### config.mk
export PLATFORM = sky130hd
export DESIGN_NAME = interval_event_ring_log_flat
export DESIGN_NICKNAME = d
export VERILOG_FILES = /design/src/rtl/ierl_pkg.sv /design/src/rtl/ierl_req_if.sv /design/src/rtl/ierl_rsp_if.sv /design/src/rtl/interval_event_ring_log.sv /design/src/flat_wrapper.sv
export SDC_FILE = /design/constraint.sdc
export NUM_CORES = 2
export LEC_CHECK = 0
export BUFFER_PORTS_ARGS = -buffer_cell sky130_fd_sc_hd__buf_2
export CAP_MARGIN = 10
export CORE_UTILIZATION = 59
export DETAILED_ROUTE_END_ITERATION = 8
export HOLD_SLACK_MARGIN = 0.08
export MAX_ROUTING_LAYER = met4
export PLACE_DENSITY_LB_ADDON = 0.05
export SETUP_SLACK_MARGIN = 0.2
export SLEW_MARGIN = 20
export SYNTH_ARGS = -nofsm -noshare
export SYNTH_HDL_FRONTEND = slang
export SYNTH_SLANG_ARGS = --single-unit
export TNS_END_PERCENT = 10
### constraint.sdc
create_clock -name clk -period 6.1 [get_ports clk]
set_clock_uncertainty 0.1 [all_clocks]
set_input_delay 0.61 -clock clk [delete_from_list [all_inputs] [get_ports clk]]
set_output_delay 0.61 -clock clk [all_outputs]
set_load 0.02 [all_outputs]
### src/rtl/ierl_pkg.sv
// Package with the codes, state type and record types of the interval event ring log.
package ierl_pkg;

  // Event codes carried in the mode field of a request.
  localparam logic [1:0] MODE_START = 2'd0;
  localparam logic [1:0] MODE_END   = 2'd1;
  localparam logic [1:0] MODE_POINT = 2'd2;
  localparam logic [1:0] MODE_READ  = 2'd3;

  // Status codes returned with every result.
  localparam logic [2:0] STAT_STARTED      = 3'd0;
  localparam logic [2:0] STAT_ALREADY_OPEN = 3'd1;
  localparam logic [2:0] STAT_ENDED        = 3'd2;
  localparam logic [2:0] STAT_NONE_OPEN    = 3'd3;
  localparam logic [2:0] STAT_POINT        = 3'd4;
  localparam logic [2:0] STAT_READ_OK      = 3'd5;
  localparam logic [2:0] STAT_READ_BAD     = 3'd6;

  // Sequencer states.
  typedef enum logic [2:0] {
    ST_IDLE,
    ST_SCAN,
    ST_DRAIN,
    ST_EVAL,
    ST_RDATA,
    ST_OUT
  } ierl_state_t;

  // Fixed part of a record; the end time lives in a memory of its own.
  typedef struct packed {
    logic [7:0]  reason;
    logic [7:0]  detail;
    logic [31:0] start;
  } ierl_meta_t;

  // One result as it waits in the output register.
  typedef struct packed {
    logic [2:0]  status;
    logic [4:0]  entry_count;
    logic        any_open;
    logic [7:0]  newest_reason;
    logic [7:0]  entry_reason;
    logic [7:0]  entry_detail;
    logic [31:0] entry_start;
    logic [31:0] entry_end;
  } ierl_result_t;

endpackage

### src/rtl/ierl_req_if.sv
// Request channel interface of the interval event ring log.
interface ierl_req_if;
  logic        valid;
  logic        ready;
  logic [1:0]  mode;
  logic [7:0]  reason;
  logic [7:0]  detail;
  logic [31:0] timestamp;
  logic [4:0]  read_position;

  modport source (output valid, mode, reason, detail, timestamp, read_position, input ready);
  modport sink (input valid, mode, reason, detail, timestamp, read_position, output ready);
endinterface

### src/rtl/ierl_rsp_if.sv
// Result channel interface of the interval event ring log.
interface ierl_rsp_if;
  logic        valid;
  logic        ready;
  logic [2:0]  status;
  logic [4:0]  entry_count;
  logic        any_open;
  logic [7:0]  newest_reason;
  logic [7:0]  entry_reason;
  logic [7:0]  entry_detail;
  logic [31:0] entry_start;
  logic [31:0] entry_end;

  modport source (output valid, status, entry_count, any_open, newest_reason, entry_reason,
                  entry_detail, entry_start, entry_end, input ready);
  modport sink (input valid, status, entry_count, any_open, newest_reason, entry_reason,
                entry_detail, entry_start, entry_end, output ready);
endinterface

### src/rtl/interval_event_ring_log.sv
// Interval event ring log: a ring of interval records kept in two memories with registered reads.
// Sequence: SCAN reads one valid slot a cycle (skipped on an empty log), DRAIN takes the last
// read, EVAL decides and writes, RDATA fetches the entry for a read that hits, and OUT waits
// for a free output register. Throughput: one event at a time; the next request is taken
// as soon as the result is in the output register.
// Reset: synchronous; clears the count, write pointer, newest kind and handshake state.
// The record memories are not cleared, since only written slots are ever read.
module interval_event_ring_log
  import ierl_pkg::*;
#(
  parameter int RING_DEPTH = 20
) (
  input  logic       clk,
  input  logic       rst,
  ierl_req_if.sink   req,
  ierl_rsp_if.source rsp
);

  localparam int IDX_W = $clog2(RING_DEPTH);
  localparam int CNT_W = $clog2(RING_DEPTH + 1);
  localparam int CMP_W = (CNT_W > 5) ? CNT_W : 5;

  localparam logic [IDX_W-1:0] PTR_WRAP = IDX_W'(RING_DEPTH - 1);
  localparam logic [CNT_W-1:0] FULL_CNT = CNT_W'(RING_DEPTH);

  // Record memories.
  ierl_meta_t  meta_mem [RING_DEPTH];
  logic [31:0] end_mem  [RING_DEPTH];

  ierl_state_t state, state_next;

  // Ring bookkeeping.
  logic [CNT_W-1:0] valid_count;
  logic [IDX_W-1:0] write_pointer;
  logic [7:0]       newest_reason;

  // Latched request.
  logic [1:0]  q_mode;
  logic [7:0]  q_reason;
  logic [7:0]  q_detail;
  logic [31:0] q_ts;
  logic [4:0]  q_pos;

  // Scan state.
  logic [IDX_W-1:0] scan_idx;
  logic             pend;
  logic [IDX_W-1:0] pend_idx;
  logic             found;
  logic [IDX_W-1:0] match_idx;
  logic [1:0]       open_cnt;
  logic             open_excl;

  // Memory ports.
  logic             rd_en;
  logic [IDX_W-1:0] rd_addr;
  ierl_meta_t       rd_meta;
  logic [31:0]      rd_end;
  logic             meta_we;
  logic             end_we;
  logic [IDX_W-1:0] end_waddr;
  logic [31:0]      end_wdata;

  // Control outputs of the sequencer.
  logic scan_last;
  logic out_free;
  logic out_load;

  // Evaluation results.
  logic             do_append;
  logic             do_close;
  logic             rd_ok;
  logic [2:0]       ev_status;
  logic             ev_any;
  logic [IDX_W-1:0] slot_sel;
  logic [CNT_W-1:0] count_after;
  logic [CMP_W:0]   sum_pos;
  logic [CMP_W:0]   sum_wrap;
  logic [IDX_W-1:0] first_slot;
  logic [CNT_W+4:0] count_ext;

  ierl_result_t res;
  ierl_result_t out_q;
  logic         out_valid;

  assign scan_last = (CNT_W'(scan_idx) + CNT_W'(1)) == valid_count;
  assign out_free  = !out_valid || rsp.ready;

  // Next-state logic.
  always_comb begin
    state_next = state;
    case (state)
      ST_IDLE: begin
        if (req.valid) begin
          state_next = (valid_count == '0) ? ST_EVAL : ST_SCAN;
        end
      end
      ST_SCAN: begin
        if (scan_last) begin
          state_next = ST_DRAIN;
        end
      end
      ST_DRAIN: state_next = ST_EVAL;
      ST_EVAL: begin
        state_next = (q_mode == MODE_READ && rd_ok) ? ST_RDATA : ST_OUT;
      end
      ST_RDATA: state_next = ST_OUT;
      ST_OUT: begin
        if (out_free) begin
          state_next = ST_IDLE;
        end
      end
      default: state_next = ST_IDLE;
    endcase
  end

  // Sequencer outputs.
  always_comb begin
    req.ready = 1'b0;
    rd_en     = 1'b0;
    rd_addr   = scan_idx;
    out_load  = 1'b0;
    case (state)
      ST_IDLE: req.ready = 1'b1;
      ST_SCAN: rd_en = 1'b1;
      ST_EVAL: begin
        rd_en   = (q_mode == MODE_READ) && rd_ok;
        rd_addr = slot_sel;
      end
      ST_OUT: out_load = out_free;
      default: ;
    endcase
  end

  // Decision taken once the scan is complete.
  always_comb begin
    first_slot  = (valid_count == FULL_CNT) ? write_pointer : '0;
    sum_pos     = (CMP_W + 1)'(first_slot) + (CMP_W + 1)'(q_pos);
    sum_wrap    = (sum_pos >= (CMP_W + 1)'(RING_DEPTH)) ?
                  sum_pos - (CMP_W + 1)'(RING_DEPTH) : sum_pos;
    slot_sel    = sum_wrap[IDX_W-1:0];
    rd_ok       = CMP_W'(q_pos) < CMP_W'(valid_count);
    do_append   = 1'b0;
    do_close    = 1'b0;
    ev_status   = STAT_READ_BAD;
    ev_any      = (open_cnt != 2'd0);
    case (q_mode)
      MODE_START: begin
        ev_any = 1'b1;
        if (found) begin
          ev_status = STAT_ALREADY_OPEN;
        end else begin
          ev_status = STAT_STARTED;
          do_append = 1'b1;
        end
      end
      MODE_END: begin
        if (found) begin
          ev_status = STAT_ENDED;
          do_close  = 1'b1;
          ev_any    = (open_cnt == 2'd2) || (q_ts == '0);
        end else begin
          ev_status = STAT_NONE_OPEN;
        end
      end
      MODE_POINT: begin
        ev_status = STAT_POINT;
        do_append = 1'b1;
        ev_any    = open_excl || (q_ts == '0);
      end
      default: begin
        ev_status = rd_ok ? STAT_READ_OK : STAT_READ_BAD;
      end
    endcase
    count_after = (do_append && valid_count != FULL_CNT) ? valid_count + CNT_W'(1) :
                  valid_count;
    count_ext   = {5'b0, count_after};
  end

  // Memory write ports.
  always_comb begin
    meta_we   = (state == ST_EVAL) && do_append;
    end_we    = (state == ST_EVAL) && (do_append || do_close);
    end_waddr = do_close ? match_idx : write_pointer;
    end_wdata = (q_mode == MODE_POINT || do_close) ? q_ts : '0;
  end

  // Record memories: one write and one registered read per cycle each.
  always_ff @(posedge clk) begin
    if (meta_we) begin
      meta_mem[write_pointer] <= '{reason: q_reason,
                                   detail: (q_mode == MODE_POINT) ? q_detail : 8'd0,
                                   start: q_ts};
    end
    if (rd_en) begin
      rd_meta <= meta_mem[rd_addr];
    end
  end

  always_ff @(posedge clk) begin
    if (end_we) begin
      end_mem[end_waddr] <= end_wdata;
    end
    if (rd_en) begin
      rd_end <= end_mem[rd_addr];
    end
  end

  // State register and ring bookkeeping.
  always_ff @(posedge clk) begin
    if (rst) begin
      state         <= ST_IDLE;
      valid_count   <= '0;
      write_pointer <= '0;
      newest_reason <= '0;
      pend          <= 1'b0;
    end else begin
      state <= state_next;
      pend  <= (state == ST_SCAN);
      if (state == ST_EVAL && do_append) begin
        valid_count   <= count_after;
        write_pointer <= (write_pointer == PTR_WRAP) ? '0 : write_pointer + IDX_W'(1);
        newest_reason <= q_reason;
      end
    end
  end

  // Request capture and the scan over valid slots.
  always_ff @(posedge clk) begin
    if (state == ST_IDLE && req.valid) begin
      q_mode    <= req.mode;
      q_reason  <= req.reason;
      q_detail  <= req.detail;
      q_ts      <= req.timestamp;
      q_pos     <= req.read_position;
      scan_idx  <= '0;
      found     <= 1'b0;
      match_idx <= '0;
      open_cnt  <= 2'd0;
      open_excl <= 1'b0;
    end else begin
      if (state == ST_SCAN) begin
        scan_idx <= scan_idx + IDX_W'(1);
        pend_idx <= scan_idx;
      end
      if (pend && rd_end == '0) begin
        if (open_cnt != 2'd2) begin
          open_cnt <= open_cnt + 2'd1;
        end
        if (!(valid_count == FULL_CNT && pend_idx == write_pointer)) begin
          open_excl <= 1'b1;
        end
        if (!found && rd_meta.reason == q_reason) begin
          found     <= 1'b1;
          match_idx <= pend_idx;
        end
      end
    end
  end

  // Result assembly.
  always_ff @(posedge clk) begin
    if (state == ST_EVAL) begin
      res.status        <= ev_status;
      res.entry_count   <= count_ext[4:0];
      res.any_open      <= ev_any;
      res.newest_reason <= do_append ? q_reason : newest_reason;
      res.entry_reason  <= '0;
      res.entry_detail  <= '0;
      res.entry_start   <= '0;
      res.entry_end     <= '0;
    end else if (state == ST_RDATA) begin
      res.entry_reason <= rd_meta.reason;
      res.entry_detail <= rd_meta.detail;
      res.entry_start  <= rd_meta.start;
      res.entry_end    <= rd_end;
    end
  end

  // Output register.
  always_ff @(posedge clk) begin
    if (rst) begin
      out_valid <= 1'b0;
    end else if (out_load) begin
      out_valid <= 1'b1;
    end else if (rsp.ready) begin
      out_valid <= 1'b0;
    end
  end

  always_ff @(posedge clk) begin
    if (out_load) begin
      out_q <= res;
    end
  end

  assign rsp.valid         = out_valid;
  assign rsp.status        = out_q.status;
  assign rsp.entry_count   = out_q.entry_count;
  assign rsp.any_open      = out_q.any_open;
  assign rsp.newest_reason = out_q.newest_reason;
  assign rsp.entry_reason  = out_q.entry_reason;
  assign rsp.entry_detail  = out_q.entry_detail;
  assign rsp.entry_start   = out_q.entry_start;
  assign rsp.entry_end     = out_q.entry_end;

  // The count never passes the ring depth and never falls.
  a_count_bound: assert property (@(posedge clk) disable iff (rst)
    valid_count <= FULL_CNT)
    else $error("entry count above ring depth");

  a_count_mono: assert property (@(posedge clk) disable iff (rst)
    !$past(rst) |-> valid_count >= $past(valid_count))
    else $error("entry count decreased");

  // Until the ring is full, the write pointer follows the count.
  a_fill_ptr: assert property (@(posedge clk) disable iff (rst)
    valid_count != FULL_CNT |-> CNT_W'(write_pointer) == valid_count)
    else $error("write pointer out of step with entry count");

  // A pending scan read only exists right after a scan cycle.
  a_pend_scan: assert property (@(posedge clk) disable iff (rst)
    pend |-> (state == ST_SCAN || state == ST_DRAIN))
    else $error("scan read outside the scan");

  // Entry fields are only nonzero on a successful read.
  a_read_fields: assert property (@(posedge clk)
    rsp.valid && rsp.status != STAT_READ_OK |->
    rsp.entry_start == '0 && rsp.entry_end == '0 && rsp.entry_reason == '0)
    else $error("entry fields set on a result that is not a read");

endmodule

### src/flat_wrapper.sv
// flat-port wrapper written by rule: the top's interface ports become plain ports
module interval_event_ring_log_flat import ierl_pkg::*;
#(
  parameter int RING_DEPTH = 20
)
  (clk, rst, req_valid, req_mode, req_reason, req_detail, req_timestamp, req_read_position, req_ready, rsp_valid, rsp_status, rsp_entry_count, rsp_any_open, rsp_newest_reason, rsp_entry_reason, rsp_entry_detail, rsp_entry_start, rsp_entry_end, rsp_ready);
  ierl_req_if req_i ();
  ierl_rsp_if rsp_i ();
  input  logic clk;
  input  logic rst;
  input wire logic [$bits(req_i.valid)-1:0] req_valid;
  input wire logic [$bits(req_i.mode)-1:0] req_mode;
  input wire logic [$bits(req_i.reason)-1:0] req_reason;
  input wire logic [$bits(req_i.detail)-1:0] req_detail;
  input wire logic [$bits(req_i.timestamp)-1:0] req_timestamp;
  input wire logic [$bits(req_i.read_position)-1:0] req_read_position;
  output wire logic [$bits(req_i.ready)-1:0] req_ready;
  output wire logic [$bits(rsp_i.valid)-1:0] rsp_valid;
  output wire logic [$bits(rsp_i.status)-1:0] rsp_status;
  output wire logic [$bits(rsp_i.entry_count)-1:0] rsp_entry_count;
  output wire logic [$bits(rsp_i.any_open)-1:0] rsp_any_open;
  output wire logic [$bits(rsp_i.newest_reason)-1:0] rsp_newest_reason;
  output wire logic [$bits(rsp_i.entry_reason)-1:0] rsp_entry_reason;
  output wire logic [$bits(rsp_i.entry_detail)-1:0] rsp_entry_detail;
  output wire logic [$bits(rsp_i.entry_start)-1:0] rsp_entry_start;
  output wire logic [$bits(rsp_i.entry_end)-1:0] rsp_entry_end;
  input wire logic [$bits(rsp_i.ready)-1:0] rsp_ready;
  assign req_i.valid = req_valid;
  assign req_i.mode = req_mode;
  assign req_i.reason = req_reason;
  assign req_i.detail = req_detail;
  assign req_i.timestamp = req_timestamp;
  assign req_i.read_position = req_read_position;
  assign req_ready = req_i.ready;
  assign rsp_valid = rsp_i.valid;
  assign rsp_status = rsp_i.status;
  assign rsp_entry_count = rsp_i.entry_count;
  assign rsp_any_open = rsp_i.any_open;
  assign rsp_newest_reason = rsp_i.newest_reason;
  assign rsp_entry_reason = rsp_i.entry_reason;
  assign rsp_entry_detail = rsp_i.entry_detail;
  assign rsp_entry_start = rsp_i.entry_start;
  assign rsp_entry_end = rsp_i.entry_end;
  assign rsp_i.ready = rsp_ready;
  interval_event_ring_log #(.RING_DEPTH(RING_DEPTH)) u_core (.clk(clk), .rst(rst), .req(req_i), .rsp(rsp_i));
endmodule
==> results_dict.tcl <==
set metrics [dict create \
    setup_tns_ns 0 \
    synth.ff_latch_count 1971 \
    coreArea_um2 124400 \
    finalHoldViolCount 0 \
    ant_nets 0 \
    vias_per_cell 6.315 \
    crit_fanout 65 \
    portBuffers 157 \
    dieArea_um2 127600 \
    rsz0062_at_grt "no" \
    synth_cell_types 52 \
    async_flop_share_pct 0 \
    rows 129 \
    place.gp.congestion 0.7743 \
    syn_area_um2 74470 \
    tritoncts "done" \
    ctsLongestPathBuffers 3 \
    reg2regPathDepth 18 \
    drtPass1Iterations 6 \
    drive_gt1_share_pct 21.21 \
    ir_drop_v 0.0004289 \
    wl_mm 177.8 \
    fillCellCount 7969 \
    via_count 37873 \
    routedWlPerCell_um 29.65 \
    synth_top_flop_cell "edfxtp_1" \
    synth_edf_count 1854 \
    hp-class "in -> reg" \
    synth_top_area_cell "edfxtp_1" \
    p_per_area_nw_per_um2 422.9 \
    post_cts_resized 0 \
    die_h_um 357.3 \
    yosysMostFrequentCell "edfxtp_1" \
    num-nets-final 4271 \
    clock_latency_ns 0.81 \
    grt_pass1_wl_mm 256.6 \
    fin_crit_sh_pct 78.26 \
    r2r_slack_ns 1.33 \
    synth_area_per_cell_um2 19.18 \
    period_needed_ns 4.774 \
    r2r_end "u_core.rd_meta[11]" \
    syn_inst 3882 \
    required_ns 6.54 \
    syn2layout_area_growth_pct 13.73 \
    critical_path.endpoint "u_core.rd_meta[11]" \
    cts_buffers 191 \
    numClockSinks 1971 \
    synth_nets 3962 \
    setup_slack_ns 1.326 \
    synth_area_leaders "edfxtp_1, mux4_2, dfxtp_1" \
    p_leak_nw 28.40 \
    cts_max_level 4 \
    clkTransAtPathRegs_ns 0.06 \
    critPathKind "reg -> reg" \
    arrival_ns 5.21 \
    cts_root_buffer "clkbuf_16" \
    yosys.area.top_type_share_pct 74.76 \
    finalPower_mw 35.81 \
    drcViolationCount 0 \
    initial_core_util_pct 59.84 \
    dp_slack_ns 1.409 \
    cp-start-kind "flip-flop" \
    cp-end-kind "flip-flop" \
    rr_startpoint "u_core.valid_count[0]" \
    drt_iter0_drc 4894 \
    worst_slew_pin_slew_ns 1.194 \
    relSlewSlack_pct 20.38 \
    num_io_pins 158 \
    grt_max_degree 144 \
    dpl.hpwl_mm 94.10 \
    synth_common_cells "edfxtp_1, nand2_1, mux4_2, mux2i_1, a22o_1" \
    grtUsageTotal_pct 29.24 \
    cp-startpoint "u_core.valid_count[0]" \
    fmaxAchievable_ghz 0.2095 \
    antenna_found_initial 0 \
    ys_seq_area_share_pct 77.91 \
    status "finished clean" \
    slew_viol_final 0 \
    grt_pass1_vias 37518 \
    die_x_um 357.3 \
    setup_viol 0 \
    overflow 0 \
    drv_cap 0 \
    yosys_warnings 0 \
]
-- metal layers --
| metal | share of wire, % | GRT usage [%] | wire, um |
|---|---|---|---|
| met1 | 42 | 42.39 | 75220 |
| met2 | 48 | 44.26 | 84690 |
| met3 | 8.1 | 4.658 | 14450 |
| met4 | 1.9 | 7.026 | 3423 |
| met5 | 0 | - | 0 |
-- cells by family (layout without fill, tap and decap cells) --
kind of cell,count (synthesis),count (layout),synth area share [%]
DFF,1971,1971,77.91
and+or+nand+nor,748,748,4.332
muxes,490,490,11.97
AOI/OAI and AO/OA,383,383,3.466
buffers and inverters,232,707,1.529
xor gates and xnor gates,37,37,0.4352
adders and majority gates,21,21,0.3629
other,0,3,0
-- what timing repair did --
action | CTS | global route
buffers inserted | 0 | 0
hold buffers | 57 | 0
hold endpoints to repair | 59 | 0
-- critical path, cell delays in order (launching register included) --
cell and delay [ns]:
dfxtp_1 0.40, inv_1 0.12, ha_1 0.22, and4_1 0.28
nand2_1 0.13, inv_1 0.05, ha_1 0.26, a21o_1 0.19
a21oi_1 0.18, xor2_1 0.28, ha_1 0.19, nand3b_1 0.07
nand2_1 0.09, a21o_1 0.19, mux2i_4 0.61, buf_12 0.53
mux2i_1 0.28, a22o_1 0.14, a21oi_1 0.04
-- flip-flops by register name, indices dropped and copies added, names as in the netlist, 8 cells and up --
register / cells
u_core.end_mem: 640
u_core.q_ts: 32
u_core.rsp.entry_end: 32
u_core.q_detail: 8
u_core.rsp.newest_reason: 8
u_core.rd_meta: 48
u_core.rsp.entry_detail: 8
u_core.newest_reason: 8
u_core.rd_end: 32
u_core.q_reason: 8
u_core.rsp.entry_start: 32
u_core.meta_mem: 960
u_core.rsp.entry_reason: 8
u_core.res: 97
-- power by group --
part / leakage (nW) / total (mW) / switching [mW] / internal [mW]
logic: 7.47 / 7.44 / 4.16 / 3.28
registers: 17.9 / 16.6 / 0.606 / 16.0
clock network: 3.07 / 11.7 / 4.95 / 6.80
total: 28.4 / 35.8 / 9.72 / 26.1
-- how the worst min path moves through the flow --
stage,end,start,cells after the start
after CTS,u_core.valid_count[0],rst,2
after global routing,u_core.valid_count[0],rst,2
after floorplan,u_core.rsp.any_open,u_core.res[88],0
final,u_core.valid_count[0],rst,2
after global placement,u_core.rsp.entry_count[4],u_core.res[93],0
after detailed placement,u_core.rsp.status[0],u_core.res[94],0
-- layout make-up --
class	instances	area (um2)	share of cell area, %
flip-flops and latches	1971	58020	68.51
multi-input cells	1679	15720	18.56
clock buffers	274	5398	6.374
repair buffers	327	2542	3.002
well taps	1637	2048	2.419
clock inverters	85	873.3	1.031
inverters	21	81.33	0.09603
diodes	3	7.507	0.008865
-- placed cells by master (no fill, tap or decap), types with 7 or more instances in the layout --
cell type and count:
dfxtp_1 117, nor2_1 43, buf_2 157, inv_1 20, clkbuf_16 196, mux2i_1 167
o21ai_0 89, clkinv_1 27, clkinv_2 29, buf_4 86, xnor2_1 21, edfxtp_1 1854
clkbuf_1 58, dlygate4sd3_1 57, buf_12 27, ha_1 20, xor2_1 16, bufinv_16 15
and2_1 44, a22o_1 160, nor4_1 13, a21oi_1 106, nor2_4 41, nand3_1 83
nand2_1 466, nand4_1 12, mux4_2 320, clkbuf_8 20, nor2b_1 7
-- metrics by stage --
step	hold slack (ns)	instance area, um2	utilization (%)	cells
after CTS	0.09593	84680	68.05	5994
after global placement	0.3015	77820	62.53	5577
final	0.1533	84690	68.05	5997
after detailed placement	0.3045	77840	62.55	5578
after floorplan	0.3003	74470	-	3882
after global routing	0.1427	84680	68.05	5994
Power figures use the tool's default switching activity.
